$ cat src/rtl/imb_pkg.sv
`timescale 1ns / 1ps

package imb_pkg;

    // Geometry of the map.
    localparam int DIRECT_COUNT_DEF = 12;
    localparam int SECTOR_BYTES     = 512;
    localparam int SB_SHIFT         = $clog2(SECTOR_BYTES);
    localparam int OFFSET_W         = 31;
    localparam int BLK_W            = OFFSET_W - SB_SHIFT;
    localparam int EPI              = 128;
    localparam int EPI_W            = $clog2(EPI);
    localparam int LEAF_W           = 2 * EPI_W;
    localparam int LEAF_COUNT       = EPI * EPI;
    localparam int SECTOR_W         = 32;
    localparam int QDEPTH           = 2;

    localparam logic [SECTOR_W-1:0] NP = '1;

    // Request types.
    localparam logic [1:0] REQ_LOOKUP = 2'd0;
    localparam logic [1:0] REQ_INSERT = 2'd1;
    localparam logic [1:0] REQ_CLEAR  = 2'd2;

    // Result status codes.
    localparam logic [1:0] STAT_OK      = 2'd0;
    localparam logic [1:0] STAT_ABSENT  = 2'd1;
    localparam logic [1:0] STAT_BEYOND  = 2'd2;
    localparam logic [1:0] STAT_NOSPARE = 2'd3;

    // Classes of work handed from the front to the back.
    localparam logic [2:0] K_NOP    = 3'd0;
    localparam logic [2:0] K_CLEAR  = 3'd1;
    localparam logic [2:0] K_BEYOND = 3'd2;
    localparam logic [2:0] K_DIRECT = 3'd3;
    localparam logic [2:0] K_SINGLE = 3'd4;
    localparam logic [2:0] K_DOUBLE = 3'd5;

    typedef struct packed {
        logic [2:0]          kind;
        logic                ins;
        logic [LEAF_W-1:0]   idx;
        logic [SECTOR_W-1:0] data;
        logic                spare0_ok;
        logic                spare1_ok;
        logic [SECTOR_W-1:0] spare_first;
        logic [SECTOR_W-1:0] spare_second;
    } cmd_t;

endpackage

$ cat src/rtl/imb_queue.sv
`timescale 1ns / 1ps

module imb_queue
    import imb_pkg::*;
(
    input  logic clk,
    input  logic rst_n,
    input  logic push,
    input  cmd_t push_cmd,
    output logic full,
    input  logic pop,
    output logic not_empty,
    output cmd_t head
);

    localparam int PTR_W = (QDEPTH > 1) ? $clog2(QDEPTH) : 1;
    localparam int CNT_W = $clog2(QDEPTH + 1);
    localparam logic [CNT_W-1:0] CNT_FULL = CNT_W'(QDEPTH);
    localparam logic [PTR_W-1:0] PTR_LAST = PTR_W'(QDEPTH - 1);

    cmd_t             slot_reg [QDEPTH];
    logic [PTR_W-1:0] wr_ptr_reg;
    logic [PTR_W-1:0] wr_ptr_next;
    logic [PTR_W-1:0] rd_ptr_reg;
    logic [PTR_W-1:0] rd_ptr_next;
    logic [CNT_W-1:0] count_reg;
    logic [CNT_W-1:0] count_next;

    assign full      = (count_reg == CNT_FULL);
    assign not_empty = (count_reg != '0);
    assign head      = slot_reg[rd_ptr_reg];

    always_comb
    begin
        wr_ptr_next = wr_ptr_reg;
        rd_ptr_next = rd_ptr_reg;
        count_next  = count_reg;
        if (push)
        begin
            wr_ptr_next = (wr_ptr_reg == PTR_LAST) ? '0 : wr_ptr_reg + 1'b1;
        end
        if (pop)
        begin
            rd_ptr_next = (rd_ptr_reg == PTR_LAST) ? '0 : rd_ptr_reg + 1'b1;
        end
        if (push && !pop)
        begin
            count_next = count_reg + 1'b1;
        end
        else if (pop && !push)
        begin
            count_next = count_reg - 1'b1;
        end
    end

    always_ff @(posedge clk or negedge rst_n)
    begin
        if (!rst_n)
        begin
            wr_ptr_reg <= '0;
            rd_ptr_reg <= '0;
            count_reg  <= '0;
        end
        else
        begin
            wr_ptr_reg <= wr_ptr_next;
            rd_ptr_reg <= rd_ptr_next;
            count_reg  <= count_next;
        end
    end

    always_ff @(posedge clk)
    begin
        if (push)
        begin
            slot_reg[wr_ptr_reg] <= push_cmd;
        end
    end

endmodule

$ cat config.mk
export PLATFORM = sky130hd
export DESIGN_NAME = imb_queue
export DESIGN_NICKNAME = d
export VERILOG_FILES = /design/src/rtl/imb_pkg.sv /design/src/rtl/imb_queue.sv
export SDC_FILE = /design/constraint.sdc
export NUM_CORES = 1
export LEC_CHECK = 0
export ABC_CLOCK_PERIOD_IN_PS = 12660
export BUFFER_PORTS_ARGS = -buffer_cell sky130_fd_sc_hd__buf_4
export CORE_MARGIN = 2
export CORE_UTILIZATION = 40
export CTS_BUF_LIST = sky130_fd_sc_hd__clkbuf_4 sky130_fd_sc_hd__clkbuf_8
export CTS_CLUSTER_DIAMETER = 50
export DETAILED_ROUTE_END_ITERATION = 8
export GPL_ROUTABILITY_DRIVEN = 0
export MAX_ROUTING_LAYER = met4
export PLACE_DENSITY = 0.61
export RECOVER_POWER = 100
export SLEW_MARGIN = 20
export SYNTH_ARGS = -nofsm -noshare
export SYNTH_HDL_FRONTEND = slang
export SYNTH_SLANG_ARGS = --single-unit
export TNS_END_PERCENT = 10
$ cat constraint.sdc
create_clock -name clk -period 12.66 [get_ports clk]
set_input_delay 1.266 -clock clk [delete_from_list [all_inputs] [get_ports clk]]
set_output_delay 1.266 -clock clk [all_outputs]
set_load 0.005 [all_outputs]
# After elaboration in Yosys (flattened, before gate mapping)
# Memory sizes are Yosys's and may differ from the RTL's.
# Index checks and enable logic that the tools add are counted.
[op_classes]
reduce_logical = 6
n_addsub = 4
n_eq_ne = 1
mux = 6
[op_table]
columns = ["op", "n"]
rows = [
  ["$mux W1", 4],
  ["$mux W2", 2],
  ["$reduce_bool A2 Y1", 2],
  ["$add A1 B1 Y1 const B", 2],
  ["$add A2 B1 Y2 const B", 1],
  ["$eq A2 B2 Y1 const B", 1],
  ["$logic_and A1 B1 Y1", 2],
  ["$logic_not A1 Y1", 2],
  ["$sub A2 B1 Y2 const B", 1],
]
[word_totals]
ramBits = 232
word_cells = 21
n_memories = 1
out_inout_bits = 118
inputBits = 120
register_bits = 4
[memory_table]
columns = ["memory", "words", "word_bits", "read_ports", "rd_ports_with_merged_regs", "wr", "line", "text"]
rows = [
  ["slot_reg", 2, 116, 1, 0, 1, "imb_queue.sv:21", "cmd_t slot_reg [QDEPTH];"],
]

# Logic depth before layout (Yosys ltp)
[depth]
word_depth = 4
depth_mapped = 5
mapped_depth_nobuf = 5

# Worst setup path after synthesis
# OpenSTA, ideal clock, no wires.
[synth_path]
kind = "input -> register"
start = "input port push"
end = "memory slot_reg[0][0] in the netlist's numbering, enable pin"
path_buffers = 0
stages = 1
slack_ps = 5752
setup_time_ps = 606
arrival_ps = 6302
required_time_ps = 12054
path_cell_list = "nor2b_1"
[synth_between]
elab_chain_cells = 2
[synth_rtl]
columns = ["item", "line", "text"]
rows = [
  ["start, declared", "imb_queue.sv:8", "input logic push,"],
  ["$mux W1", "imb_queue.sv:74", "if (push)"],
  ["$mux W1 (implied by the code)", "imb_queue.sv:76", "slot_reg[wr_ptr_reg] <= push_cmd;"],
  ["end, declared", "imb_queue.sv:21", ""],
]
# Every way passes these cells.

==> flow_summary_export.csv <==
group,metric,value,unit
synthesis,ys.warnings.count,0,
synthesis,synth_cell_types,14,
floorplan,die_h,151,um
detailed_routing,viasPerCell,4.65,
finish,drive_gt1_frac,0.482,
detailed_routing,num_vias,4412,
synthesis,synthFlopType,"edfxtp_1",
timing,clock_skew,10.7,ps
timing,period_minus_slack,6860,ps
worst_setup_path,critPathArrivalTime,5600,ps
worst_setup_path,crit_slowest_cell,"clkbuf_1",
timing,fmax,0.146,GHz
worst_setup_path,crit_type,"flop to primary output",
timing,setup_slack,5800,ps
worst_setup_path,crit_buf_inv,2,
global_route,grt_usage,0.146,
timing,fin_setup_tns,0,ps
floorplan,rows,53,
timing,fin_crit_sh,0.542,
clock_network,clkTransAtPathRegs,60,ps
synthesis,ys_ff_latch,236,
global_route,grt-ovfl-total,0,
global_route,antenna_found_initial,2,
floorplan,initial_core_util,0.410,
timing,finalMaxSlewViolations,357,
detailed_routing,first_pass_iters,4,
timing,slew_headroom,-1.42,
floorplan,coreArea,21200,sq um
synthesis,synth_edf_count,232,
synthesis,syn-num-nets,498,
detailed_routing,drtIter0Drc,150,
power,p_leak,4.05,nW
flow_run,maxCapViolCount,6,
finish,final_core_util,0.527,
worst_setup_path,end_kind,"primary output",
clock_network,cts_max_level,2,
clock_network,clkLatencyLatePin,510,ps
synthesis,synth_seq_area_share,0.815,
synthesis,post-synth-top-count-cell,"edfxtp_1",
placement,dp_hpwl,11.2,mm
placement,pre_cts_ws,8950,ps
timing,finalHoldViolations,0,
synthesis,synthCells,377,
finish,area_delta_synth_final,28.6,%
floorplan,die_area,22900,sq um
power,ir_drop,0.131,mV
worst_setup_path,crit_path_start_kind,"flop",
outcome,violations,"max-capacitance violations, max-slew violations",
floorplan,die_x,151,um
detailed_routing,ant_nets,0,
finish,instances_no_fill,949,
clock_network,cts_buffers,39,
synthesis,yosysTopAreaCell,"edfxtp_1",
finish,largest_reg_flops,232,
timing,worst_slew_pin_slew,3630,ps
worst_setup_path,critPathRequiredTime,11390,ps
worst_setup_path,worst_path_largest_cell_delay,2320,ps
placement,placed_cells,880,
detailed_routing,drc,0,
placement,port_buffers,237,
worst_setup_path,cp_cell_sequence,"clkbuf_1, mux2_2, clkbuf_4",
detailed_routing,wire_per_inst,17.7,um
global_route,grt_pass1_vias,4712,
clock_network,cts_tree,"yes",
finish,fillers,1754,
finish,nets,767,
outcome,outcome,"finished with violations",
synthesis,synth.avg_cell_area,23.0,sq um
clock_network,hold_buffers,0,
synthesis,syn_area,8670,sq um
worst_setup_path,critPathTopFamily,"buffers and inverters",
clock_network,ctsResizeCount,0,
clock_network,post-cts-setup-buffer-count,0,
clock_network,root_buffer,"clkbuf_8",
synthesis,synthTopCellsByArea,"edfxtp_1 (80%), mux2_2 (11%), mux2_4 (5.2%), dfrtp_1 (1.2%), buf_6 (0.65%)",
detailed_routing,totalWireLength,16.8,mm
synthesis,yosys.area.top_type_share,0.803,
global_route,grt_start_max_net_pins,65,
timing,hold_slack,488,ps
power,powerDensity,213,nW/um^2
worst_setup_path,cp_max_fo,60,
floorplan,ios,238,
clock_network,cts_buffer_depth,3,
timing,setup_violations,0,
worst_hold_path,hold_path.class,"flop to flop",
synthesis,synth_common_cells,"edfxtp_1 (232), mux2_2 (86), mux2_4 (30), buf_2 (8), buf_6 (5)",
synthesis,synthArstFlopShare,0.0169,
timing,rsz0062_at_grt,"false",
global_route,grt_pass1_wl,24.3,mm
clock_network,clkSinkCount,236,
-- layer usage --
metal / wire length (um) / track usage
met1: 6340 / 0.162
met2: 8470 / 0.239
met3: 1560 / 0.0512
met4: 427 / 0.0626
met5: 0 / -
-- cells by family (layout without fill, tap and decap cells) --
group,count (synthesis),after routing,synth area share
adders and majority gates,1,1,0.00144
DFF,236,236,0.815
and+or+nand+nor,5,5,0.00332
other,0,2,0
buffers and inverters,14,309,0.0115
xor gates and xnor gates,5,5,0.00505
muxes,116,116,0.164
-- cell type report --
cell class | instances | area [sq um] | area share
well taps | 275 | 344 | 0.0309
repair buffers | 241 | 1600 | 0.143
multi-input cells | 127 | 1400 | 0.125
inverters | 1 | 3.75 | 0.000337
diodes | 2 | 5.00 | 0.000449
flip-flops and latches | 236 | 7070 | 0.634
clock buffers | 54 | 662 | 0.0594
clock inverters | 13 | 78.8 | 0.00707
-- where the power goes --
group          internal, mW  switching [mW]  leakage, nW
combinational         0.351           0.266         1.43
sequential             1.06          0.0732         2.22
clock                 0.356           0.271        0.395
total                  1.76           0.610         4.05
-- cell usage in the layout (no fill, tap or decap), drive strengths merged --
master / netlist / final
nor2: 1 / 1
inv: 1 / 1
dfrtp: 4 / 4
ha: 1 / 1
clkinv: 0 / 12
diode: 0 / 2
xor2: 4 / 4
or2: 1 / 1
clkbuf: 0 / 258
mux2: 116 / 116
buf: 13 / 37
bufinv: 0 / 1
xnor2: 1 / 1
edfxtp: 232 / 232
and2: 1 / 1
nor2b: 2 / 2
-- path summary, 6_finish.rpt --
kind                                           from                          to  cells past startpoint  slack (ps)
min in group asynchronous                     rst_n    count_reg[0]$_DFFE_PN0P_                      1         580
min reg2reg                count_reg[1]$_DFFE_PN0P_    count_reg[1]$_DFFE_PN0P_                      1         490
max reg2reg                  wr_ptr_reg$_DFFE_PN0P_  slot_reg[1][113]$_DFFE_PP_                      2        6450
max in group asynchronous                     rst_n      rd_ptr_reg$_DFFE_PN0P_                      1       11880
min                        count_reg[1]$_DFFE_PN0P_    count_reg[1]$_DFFE_PN0P_                      1         490
max                          rd_ptr_reg$_DFFE_PN0P_                    head[42]                      3        5800
-- metrics by stage --
stage,total power [mW],instance area [sq um]
after floorplan,1.50,8670
after global placement,1.82,10700
after detailed placement,1.83,10700
after CTS,2.47,11500
after global routing,2.51,11200
final,2.37,11200
-- worst register-to-register path, delay by kind of cell, from the launching register on --
kind / cells / cell delay [ps]
buf+inv: 1 / 2730
simple gates: 1 / 2570
flops: 1 / 370
(Power assumes the default switching activity.)
