## src/rtl/imb_pkg.sv

```systemverilog
`timescale 1ns / 1ps

package imb_pkg;

    // Geometry of the map.
    localparam int DIRECT_COUNT_DEF = 12;
    localparam int SECTOR_BYTES     = 512;
    localparam int SB_SHIFT         = $clog2(SECTOR_BYTES);
    localparam int OFFSET_W         = 31;
    localparam int BLK_W            = OFFSET_W - SB_SHIFT;
    localparam int EPI              = 128;
    localparam int EPI_W            = $clog2(EPI);
    localparam int LEAF_W           = 2 * EPI_W;
    localparam int LEAF_COUNT       = EPI * EPI;
    localparam int SECTOR_W         = 32;
    localparam int QDEPTH           = 2;

    localparam logic [SECTOR_W-1:0] NP = '1;

    // Request types.
    localparam logic [1:0] REQ_LOOKUP = 2'd0;
    localparam logic [1:0] REQ_INSERT = 2'd1;
    localparam logic [1:0] REQ_CLEAR  = 2'd2;

    // Result status codes.
    localparam logic [1:0] STAT_OK      = 2'd0;
    localparam logic [1:0] STAT_ABSENT  = 2'd1;
    localparam logic [1:0] STAT_BEYOND  = 2'd2;
    localparam logic [1:0] STAT_NOSPARE = 2'd3;

    // Classes of work handed from the front to the back.
    localparam logic [2:0] K_NOP    = 3'd0;
    localparam logic [2:0] K_CLEAR  = 3'd1;
    localparam logic [2:0] K_BEYOND = 3'd2;
    localparam logic [2:0] K_DIRECT = 3'd3;
    localparam logic [2:0] K_SINGLE = 3'd4;
    localparam logic [2:0] K_DOUBLE = 3'd5;

    typedef struct packed {
        logic [2:0]          kind;
        logic                ins;
        logic [LEAF_W-1:0]   idx;
        logic [SECTOR_W-1:0] data;
        logic                spare0_ok;
        logic                spare1_ok;
        logic [SECTOR_W-1:0] spare_first;
        logic [SECTOR_W-1:0] spare_second;
    } cmd_t;

endpackage

```

## src/rtl/imb_front.sv

```systemverilog
`timescale 1ns / 1ps

module imb_front
    import imb_pkg::*;
#(
    parameter int DIRECT_COUNT = DIRECT_COUNT_DEF
)
(
    input  logic                in_valid,
    output logic                in_ready,
    input  logic [1:0]          req_type,
    input  logic [OFFSET_W-1:0] byte_offset,
    input  logic [SECTOR_W-1:0] data_sector,
    input  logic [1:0]          spare_count,
    input  logic [SECTOR_W-1:0] spare_first,
    input  logic [SECTOR_W-1:0] spare_second,
    input  logic                q_full,
    output logic                push,
    output cmd_t                push_cmd
);

    localparam logic [BLK_W-1:0] DIRECT_END = BLK_W'(DIRECT_COUNT);
    localparam logic [BLK_W-1:0] SINGLE_END = BLK_W'(DIRECT_COUNT + EPI);
    localparam logic [BLK_W-1:0] BLOCK_MAX  = BLK_W'(DIRECT_COUNT + EPI + LEAF_COUNT);

    logic [BLK_W-1:0] block;
    logic [BLK_W-1:0] single_off;
    logic [BLK_W-1:0] double_off;

    assign in_ready   = !q_full;
    assign push       = in_valid && !q_full;
    assign block      = byte_offset[OFFSET_W-1:SB_SHIFT];
    assign single_off = block - DIRECT_END;
    assign double_off = block - SINGLE_END;

    always_comb
    begin
        push_cmd              = '0;
        push_cmd.ins          = (req_type == REQ_INSERT);
        push_cmd.data         = data_sector;
        push_cmd.spare_first  = spare_first;
        push_cmd.spare_second = spare_second;
        // A count of three offers only the two spares there are.
        push_cmd.spare0_ok    = (spare_count != 2'd0) && (spare_first != NP);
        push_cmd.spare1_ok    = spare_count[1] && (spare_second != NP);
        priority if (req_type == REQ_CLEAR)
        begin
            push_cmd.kind = K_CLEAR;
        end
        else if ((req_type != REQ_LOOKUP) && (req_type != REQ_INSERT))
        begin
            push_cmd.kind = K_NOP;
        end
        else if (block >= BLOCK_MAX)
        begin
            push_cmd.kind = K_BEYOND;
        end
        else if (block < DIRECT_END)
        begin
            push_cmd.kind = K_DIRECT;
            push_cmd.idx  = LEAF_W'(block);
        end
        else if (block < SINGLE_END)
        begin
            push_cmd.kind = K_SINGLE;
            push_cmd.idx  = LEAF_W'(single_off);
        end
        else
        begin
            push_cmd.kind = K_DOUBLE;
            push_cmd.idx  = LEAF_W'(double_off);
        end
    end

endmodule

```

## config.mk

```make
export PLATFORM = sky130hd
export DESIGN_NAME = imb_front
export DESIGN_NICKNAME = d
export VERILOG_FILES = /design/src/rtl/imb_pkg.sv /design/src/rtl/imb_front.sv
export SDC_FILE = /design/constraint.sdc
export NUM_CORES = 1
export LEC_CHECK = 0
export ABC_AREA = 1
export BUFFER_PORTS_ARGS = -buffer_cell sky130_fd_sc_hd__buf_2
export CAP_MARGIN = 20
export CORE_AREA = 2 2 97 99
export DETAILED_ROUTE_END_ITERATION = 10
export DIE_AREA = 0 0 99 101
export GPL_TIMING_DRIVEN = 0
export PLACE_DENSITY_LB_ADDON = 0.1
export SYNTH_ARGS = -nofsm -noshare
export SYNTH_HDL_FRONTEND = slang
export SYNTH_SLANG_ARGS = --single-unit
```

## constraint.sdc

```tcl
create_clock -name vclk -period 5.25
set_clock_uncertainty 0.2 [all_clocks]
set_input_delay 0.7875 -clock vclk [all_inputs]
set_output_delay 0.7875 -clock vclk [all_outputs]
set_load 0.02 [all_outputs]
```

Word level (Yosys, flattened, before mapping) --
Index checks and enable logic that the tools add are counted.
Word-level totals: bits in registers 0, input bits 133, output and inout bits 118, logic and storage cells 27
Cells by class: $add $sub $neg 2, magnitude comparators 3, eq/ne operators 5, multiplexer cells 10, reduce and logical (&&, ||, !) cells 7
Operators with widths (count):
- two-way mux 14 bit | 5
- inequality test 32 bit, second input constant | 2
- greater-or-equal comparator 22 x 15 -> 1 bit, second input constant | 1
- < comparator 22 x 4 -> 1 bit, second input constant | 1
- < comparator 22 x 8 -> 1 bit, second input constant | 1
- subtractor 14 x 4 -> 14 bit, second input constant | 1
- subtractor 14 x 8 -> 14 bit, second input constant | 1
- two-way mux 3 bit | 4
- logical AND 1 bit | 4
- nonzero test 2 bit | 2
- equality test 2 x 1 -> 1 bit, second input constant | 1
- equality test 2 bit, second input constant | 1
- inequality test 2 x 1 -> 1 bit, second input constant | 1
- zero test 1 bit | 1
- two-way mux 1 bit | 1

Logic depth before layout (Yosys ltp) --
Gate-level depths: netlist of run 1.
depth in word-level cells 6, depth in mapped cells 16, mapped depth without buffers 16

Worst setup path after synthesis of run 1 --
Ideal clock, no wire load.
kind input to output, start point input byte_offset[11], end point output push_cmd[111] (netlist name), data arrival time 2.483 ns, required time 4.263 ns, slack 1.780 ns, stages 16, buffers on the path 0, cells stage by stage ha_1 > inv_1 > nand2_1 > nand3_2 > nand3_1 > inv_1 > ha_1 > inv_1 > nor2_1 > nand2_1 > nand2_1 > nor2_2 > nand4_1 > nand2_1 > inv_1 > nor2_1
RTL lines:
- from (decl) | line imb_front.sv:12 | input logic [OFFSET_W-1:0] byte_offset,
- to (decl) | line imb_front.sv:19 | output cmd_t push_cmd

==> impl_metrics.env, run 1 <==
export IMPL_power_density_mw_per_mm2=81.8
export IMPL_required_ns=4.26
export IMPL_cap_violations=0
export IMPL_syn_nets=369
export IMPL_avgViaCountPerCell=3.73
export IMPL_n_antenna_cell=0
export IMPL_antenna_found_initial=0
export IMPL_synth_area_top_cells="buf_4, nand4_1, nand2_1"
export IMPL_nFlopsAndLatches=0
export IMPL_fin_tns_setup_ns=0
export IMPL_yosysSeqAreaShare=0
export IMPL_synth_mux_area_fraction=0
export IMPL_synth_compound_area_frac=0.0579
export IMPL_grt_max_degree=11
export IMPL_start_util=0.173
export IMPL_drive_above_1_share=0.768
export IMPL_overflow=0
export IMPL_period_share=0.727
export IMPL_slew_headroom=0.787
export IMPL_drt_first_pass_iters=4
export IMPL_finalSetupViolCount=0
export IMPL_cts_setup_buffers=0
export IMPL_multi_input_area_um2=721
export IMPL_fillCellCount=1001
export IMPL_track_usage=0.106
export IMPL_arrival_ns=2.83
export IMPL_drc_errors=0
export IMPL_fp_coreArea_mm2=0.00898
export IMPL_gp_congestion=0.779
export IMPL_seqCellArea_um2=0
export IMPL_hold_path_end="push_cmd[76]"
export IMPL_dp_cells=555
export IMPL_min_path_cells=2
export IMPL_netlist_area_mm2=0.00156
export IMPL_grt_pass1_vias=1808
export IMPL_p_leak_nw=1.68
export IMPL_fmax_mhz=262
export IMPL_yosys_area_top_type="buf_4"
export IMPL_hold_class="in -> out"
export IMPL_syn2layout_area_growth_pct=76.5
export IMPL_rows=35
export IMPL_hold_buffers=0
export IMPL_status="completed"
export IMPL_ant_nets=0
export IMPL_syn_avg_cell_area_um2=6.65
export IMPL_die_area_mm2=0.0100
export IMPL_synthDistinctLibCells=31
export IMPL_wl_per_cell_um=11.1
export IMPL_worst_path_max_fanout=4
export IMPL_start_kind="primary input"
export IMPL_nClkBuffers=0
export IMPL_die_w_um=99
export IMPL_hold_violations=0
export IMPL_cp_end_kind="output pin"
export IMPL_synth_top_area_share=0.463
export IMPL_die_h_um=101
export IMPL_synth_simple_gate_area_share=0.361
export IMPL_min_from="data_sector[10]"
export IMPL_layout_min_cycle_time_ns=3.81
export IMPL_fin_cells=555
export IMPL_routed_wl_mm=6.19
export IMPL_final_common_cell="buf_2"
export IMPL_dp_hpwl_mm=5.95
export IMPL_rsz0062_at_grt="no"
export IMPL_maxSlewViolCount=0
export IMPL_grt_pass1_wl_mm=8.81
export IMPL_layout_common_cells="buf_2, buf_4, nand2_1"
export IMPL_worstMarginPinSlew_ns=0.317
export IMPL_num_vias=2072
export IMPL_vdd_drop_max_uv=22.9
export IMPL_synth_cells=234
export IMPL_synthXorXnorAreaFrac=0.0282
export IMPL_synth_fa_ha_area_frac=0.0161
export IMPL_ys_warn_count=0
export IMPL_ios=251
export IMPL_io_buffers=210
export IMPL_synth_top_family_by_area="buffers and inverters"
export IMPL_first_iter_violations=40
export IMPL_final_net_count=581
export IMPL_critPathKind="in -> out"
export IMPL_cts_repair_resize_count=0
[synth_stat cells (2+ instances only)]
cell     count
nor2_4       5
a21oi_1      3
buf_4       96
nor2_2       6
nor4_1       4
nand4_1     17
ha_1         2
nor3_2       3
a21oi_2      5
xor2_1       3
nand2_1     21
nand3_1      6
xnor2_1      2
nand2_2      2
nor2_1      19
nand3_2      3
inv_1       19
inv_2        3
nand2_4      2
buf_6        2
[per-layer routing]
layer | track usage | part of all wire | up-vias
met5 | 0 | 0 | -
met3 | 0.00971 | 0.083 | 0
met2 | 0.230 | 0.58 | 109
li1 | - | - | 1084
met4 | 0 | 0 | 0
met1 | 0.114 | 0.34 | 879
[logic make-up (layout without fill, tap and decap cells)]
family	Yosys count	count (layout)
buffers and inverters	121	331
AND/OR/NAND/NOR	93	93
adder cells (fa/ha/maj)	2	2
XOR/XNOR	5	5
AO/OA/AOI/OAI	13	13
[worst max path at each step]
stage / start / end / slack [ns] / cells after the start
5_1_grt: byte_offset[11] / push_cmd[111] / 1.08 / 18
6_report: byte_offset[11] / push_cmd[111] / 1.44 / 18
4_1_cts: byte_offset[11] / push_cmd[111] / 1.38 / 18
3_3_place_gp: byte_offset[11] / push_cmd[111] / 1.42 / 18
2_1_floorplan: byte_offset[11] / push_cmd[111] / 1.78 / 16
3_5_place_dp: byte_offset[11] / push_cmd[111] / 1.39 / 18
[stage by stage]
| step | worst slack [ns] | hold slack [ns] | util | power (mW) | cell area [µm²] |
|---|---|---|---|---|---|
| floorplan | 1.78 | 1.45 | - | 0.138 | 1560 |
| global placement | 1.42 | 1.59 | 0.306 | 0.227 | 2750 |
| detailed placement | 1.39 | 1.59 | 0.306 | 0.227 | 2750 |
| CTS | 1.38 | 1.59 | 0.306 | 0.227 | 2750 |
| global route | 1.08 | 1.59 | 0.306 | 0.243 | 2750 |
| finish | 1.44 | 1.59 | 0.306 | 0.225 | 2750 |
[cell type report]
cell class / instances / area share
multi-input cells: 113 / 0.263
inverters: 23 / 0.0333
repair buffers: 210 / 0.383
well taps: 111 / 0.0506
plain buffers: 98 / 0.271
[worst max-delay path, cell delays in order]
cell and delay [ns]:
buf_2 0.12, ha_1 0.19, inv_1 0.06, nand2_1 0.10, nand3_2 0.09, nand3_1 0.10, inv_1 0.05, ha_1 0.29
inv_1 0.09, nor2_1 0.05, nand2_1 0.06, nand2_1 0.07, nor2_2 0.20, nand4_1 0.16, nand2_1 0.08, inv_1 0.04
nor2_1 0.11, buf_2 0.18
[where the power goes]
group | total, mW | switching, mW | internal (mW)
combinational | 0.225 | 0.117 | 0.108
sequential | 0 | 0 | 0
clock | 0 | 0 | 0
total | 0.225 | 0.117 | 0.108
Power figures use the tool's default switching activity.
==> inputs of run 2 (changes only) <==
==> constraint.sdc (replaced) <==
create_clock -name vclk -period 3.45
set_clock_uncertainty 0.2 [all_clocks]
set_input_delay 0.5175 -clock vclk [all_inputs]
set_output_delay 0.5175 -clock vclk [all_outputs]
set_load 0.02 [all_outputs]
==> run 2 against run 1 <==
  * Setup slack got worse by 1.1 ns
  * Sequential share of layout area unchanged
  * Final cell count unchanged
  * Total power increased by 53%
  * Largest power group unchanged
==> impl_metrics.env, run 2 (synthesis gave the netlist of run 1 again) <==
export IMPL_status="completed"
export IMPL_ant_nets=0
export IMPL_critical_path_cell_chain="buf_2 > ha_2 > inv_1 > nand2_1 > nand3_2 > nand3_1 > inv_1 > ha_1 > inv_2 > nor2_1 > nand2_1 > nand2_1 > nor2_4 > nand4_1 > o21bai_1 > nor2_2 > buf_4"
export IMPL_crit_path_start="byte_offset[11]"
export IMPL_arrival_ns=2.43
export IMPL_fmax_mhz=318
export IMPL_nClkBuffers=0
export IMPL_slowest_delay_ns=0.31
export IMPL_start_util=0.173
export IMPL_slew_headroom=0.787
export IMPL_first_iter_violations=42
export IMPL_gp_congestion=0.779
export IMPL_finalSetupViolCount=0
export IMPL_syn2layout_area_growth_pct=77.5
export IMPL_setup_worst_path_end="push_cmd[111]"
export IMPL_final_common_cell="buf_2"
export IMPL_n_antenna_cell=0
export IMPL_layout_common_cells="buf_2, buf_4, nand2_1"
export IMPL_p_leak_nw=1.68
export IMPL_drt_first_pass_iters=4
export IMPL_worst_path_max_fanout=4
export IMPL_seqCellArea_um2=0
export IMPL_fillCellCount=1001
export IMPL_required_ns=2.73
export IMPL_fp_coreArea_mm2=0.00898
export IMPL_cap_violations=0
export IMPL_wl_per_cell_um=11.1
export IMPL_crit_slowest_cell="ha_1"
export IMPL_nFlopsAndLatches=0
export IMPL_hold_violations=0
export IMPL_hold_class="in -> out"
export IMPL_critPathKind="in -> out"
export IMPL_post_dp_cell_area_mm2=0.00275
export IMPL_ios=251
export IMPL_routed_wl_mm=6.19
export IMPL_io_buffers=210
export IMPL_multi_input_area_um2=733
export IMPL_avgViaCountPerCell=3.73
export IMPL_antenna_found_initial=0
export IMPL_fin_ws_ns=0.302
export IMPL_rsz0062_at_grt="no"
export IMPL_maxSlewViolCount=0
export IMPL_period_share=0.913
export IMPL_grt_max_degree=11
export IMPL_rows=35
export IMPL_power_density_mw_per_mm2=124
export IMPL_design_area_mm2=0.00276
export IMPL_grt_pass1_vias=1808
export IMPL_die_w_um=99
export IMPL_layout_min_cycle_time_ns=3.15
export IMPL_fin_tns_setup_ns=0
export IMPL_die_h_um=101
export IMPL_worstMarginPinSlew_ns=0.317
export IMPL_dp_hpwl_mm=5.95
export IMPL_preCtsSetupSlack_ns=0.127
export IMPL_cp_common_cell="nand2_1"
export IMPL_hold_buffers=0
export IMPL_track_usage=0.106
export IMPL_overflow=0
export IMPL_die_area_mm2=0.0100
export IMPL_drc_errors=0
export IMPL_cp_end_kind="output pin"
export IMPL_grt_pass1_wl_mm=8.81
export IMPL_vdd_drop_max_uv=34.9
export IMPL_drive_above_1_share=0.777
export IMPL_num_vias=2071
export IMPL_start_kind="primary input"
export IMPL_final_net_count=581
==> run 2: cell types whose count changed in the layout (fill, tap and decap cells not counted) <==
cell    change
buf_2       -1
buf_4       +1
ha_1        -1
ha_2        +1
inv_1       -1
inv_2       +1
nor2_1      -2
nor2_2      +1
nor2_4      +1
==> run 2: worst min path at each step <==
| stage | start | to | cells past startpoint |
|---|---|---|---|
| 2_1_floorplan | q_full | in_ready | 1 |
| 3_3_place_gp | data_sector[2] | push_cmd[68] | 2 |
| 3_5_place_dp | data_sector[29] | push_cmd[95] | 2 |
| 4_1_cts | data_sector[16] | push_cmd[82] | 2 |
| 5_1_grt | data_sector[29] | push_cmd[95] | 2 |
| 6_report | data_sector[10] | push_cmd[76] | 2 |
==> run 2: metal layers <==
layer,wire length [µm],track usage,vias up
li1,-,-,1083
met1,2100,0.114,879
met2,3570,0.230,109
met3,513,0.00971,0
met4,0,0,0
met5,0,0,-
==> run 2: stage by stage <==
step | util | std cells | power [mW] | hold slack (ns)
finish | 0.307 | 555 | 0.343 | 1.05
global route | 0.307 | 555 | 0.371 | 1.05
CTS | 0.306 | 555 | 0.346 | 1.05
detailed placement | 0.306 | 555 | 0.345 | 1.05
global placement | 0.306 | 555 | 0.346 | 1.05
floorplan | - | 234 | 0.210 | 0.912
==> run 2: report_power, final <==
group	internal (mW)	total (mW)	switching, mW
Clock	0	0	0
Sequential	0	0	0
Combinational	0.165	0.343	0.179
==> run 2: final cells by class <==
class                      count  share of cell area
tap                          111              0.0503
multi-input combinational    113               0.266
inverter                      23              0.0331
buffer                        98               0.269
timing repair buffer         210               0.382
==> run 2: critical path, delay by kind of cell <==
| family | cells | cell delay, ns |
|---|---|---|
| AO/OA/AOI/OAI | 1 | 0.18 |
| AND/OR/NAND/NOR | 9 | 0.81 |
| adder cells (fa/ha/maj) | 2 | 0.50 |
| buffers and inverters | 5 | 0.44 |
==> run 2: what timing repair did <==
item	4_1_cts	5_1_grt
endpoints found under the setup margin	0	1
gates resized for setup	0	6
buffers inserted	0	0
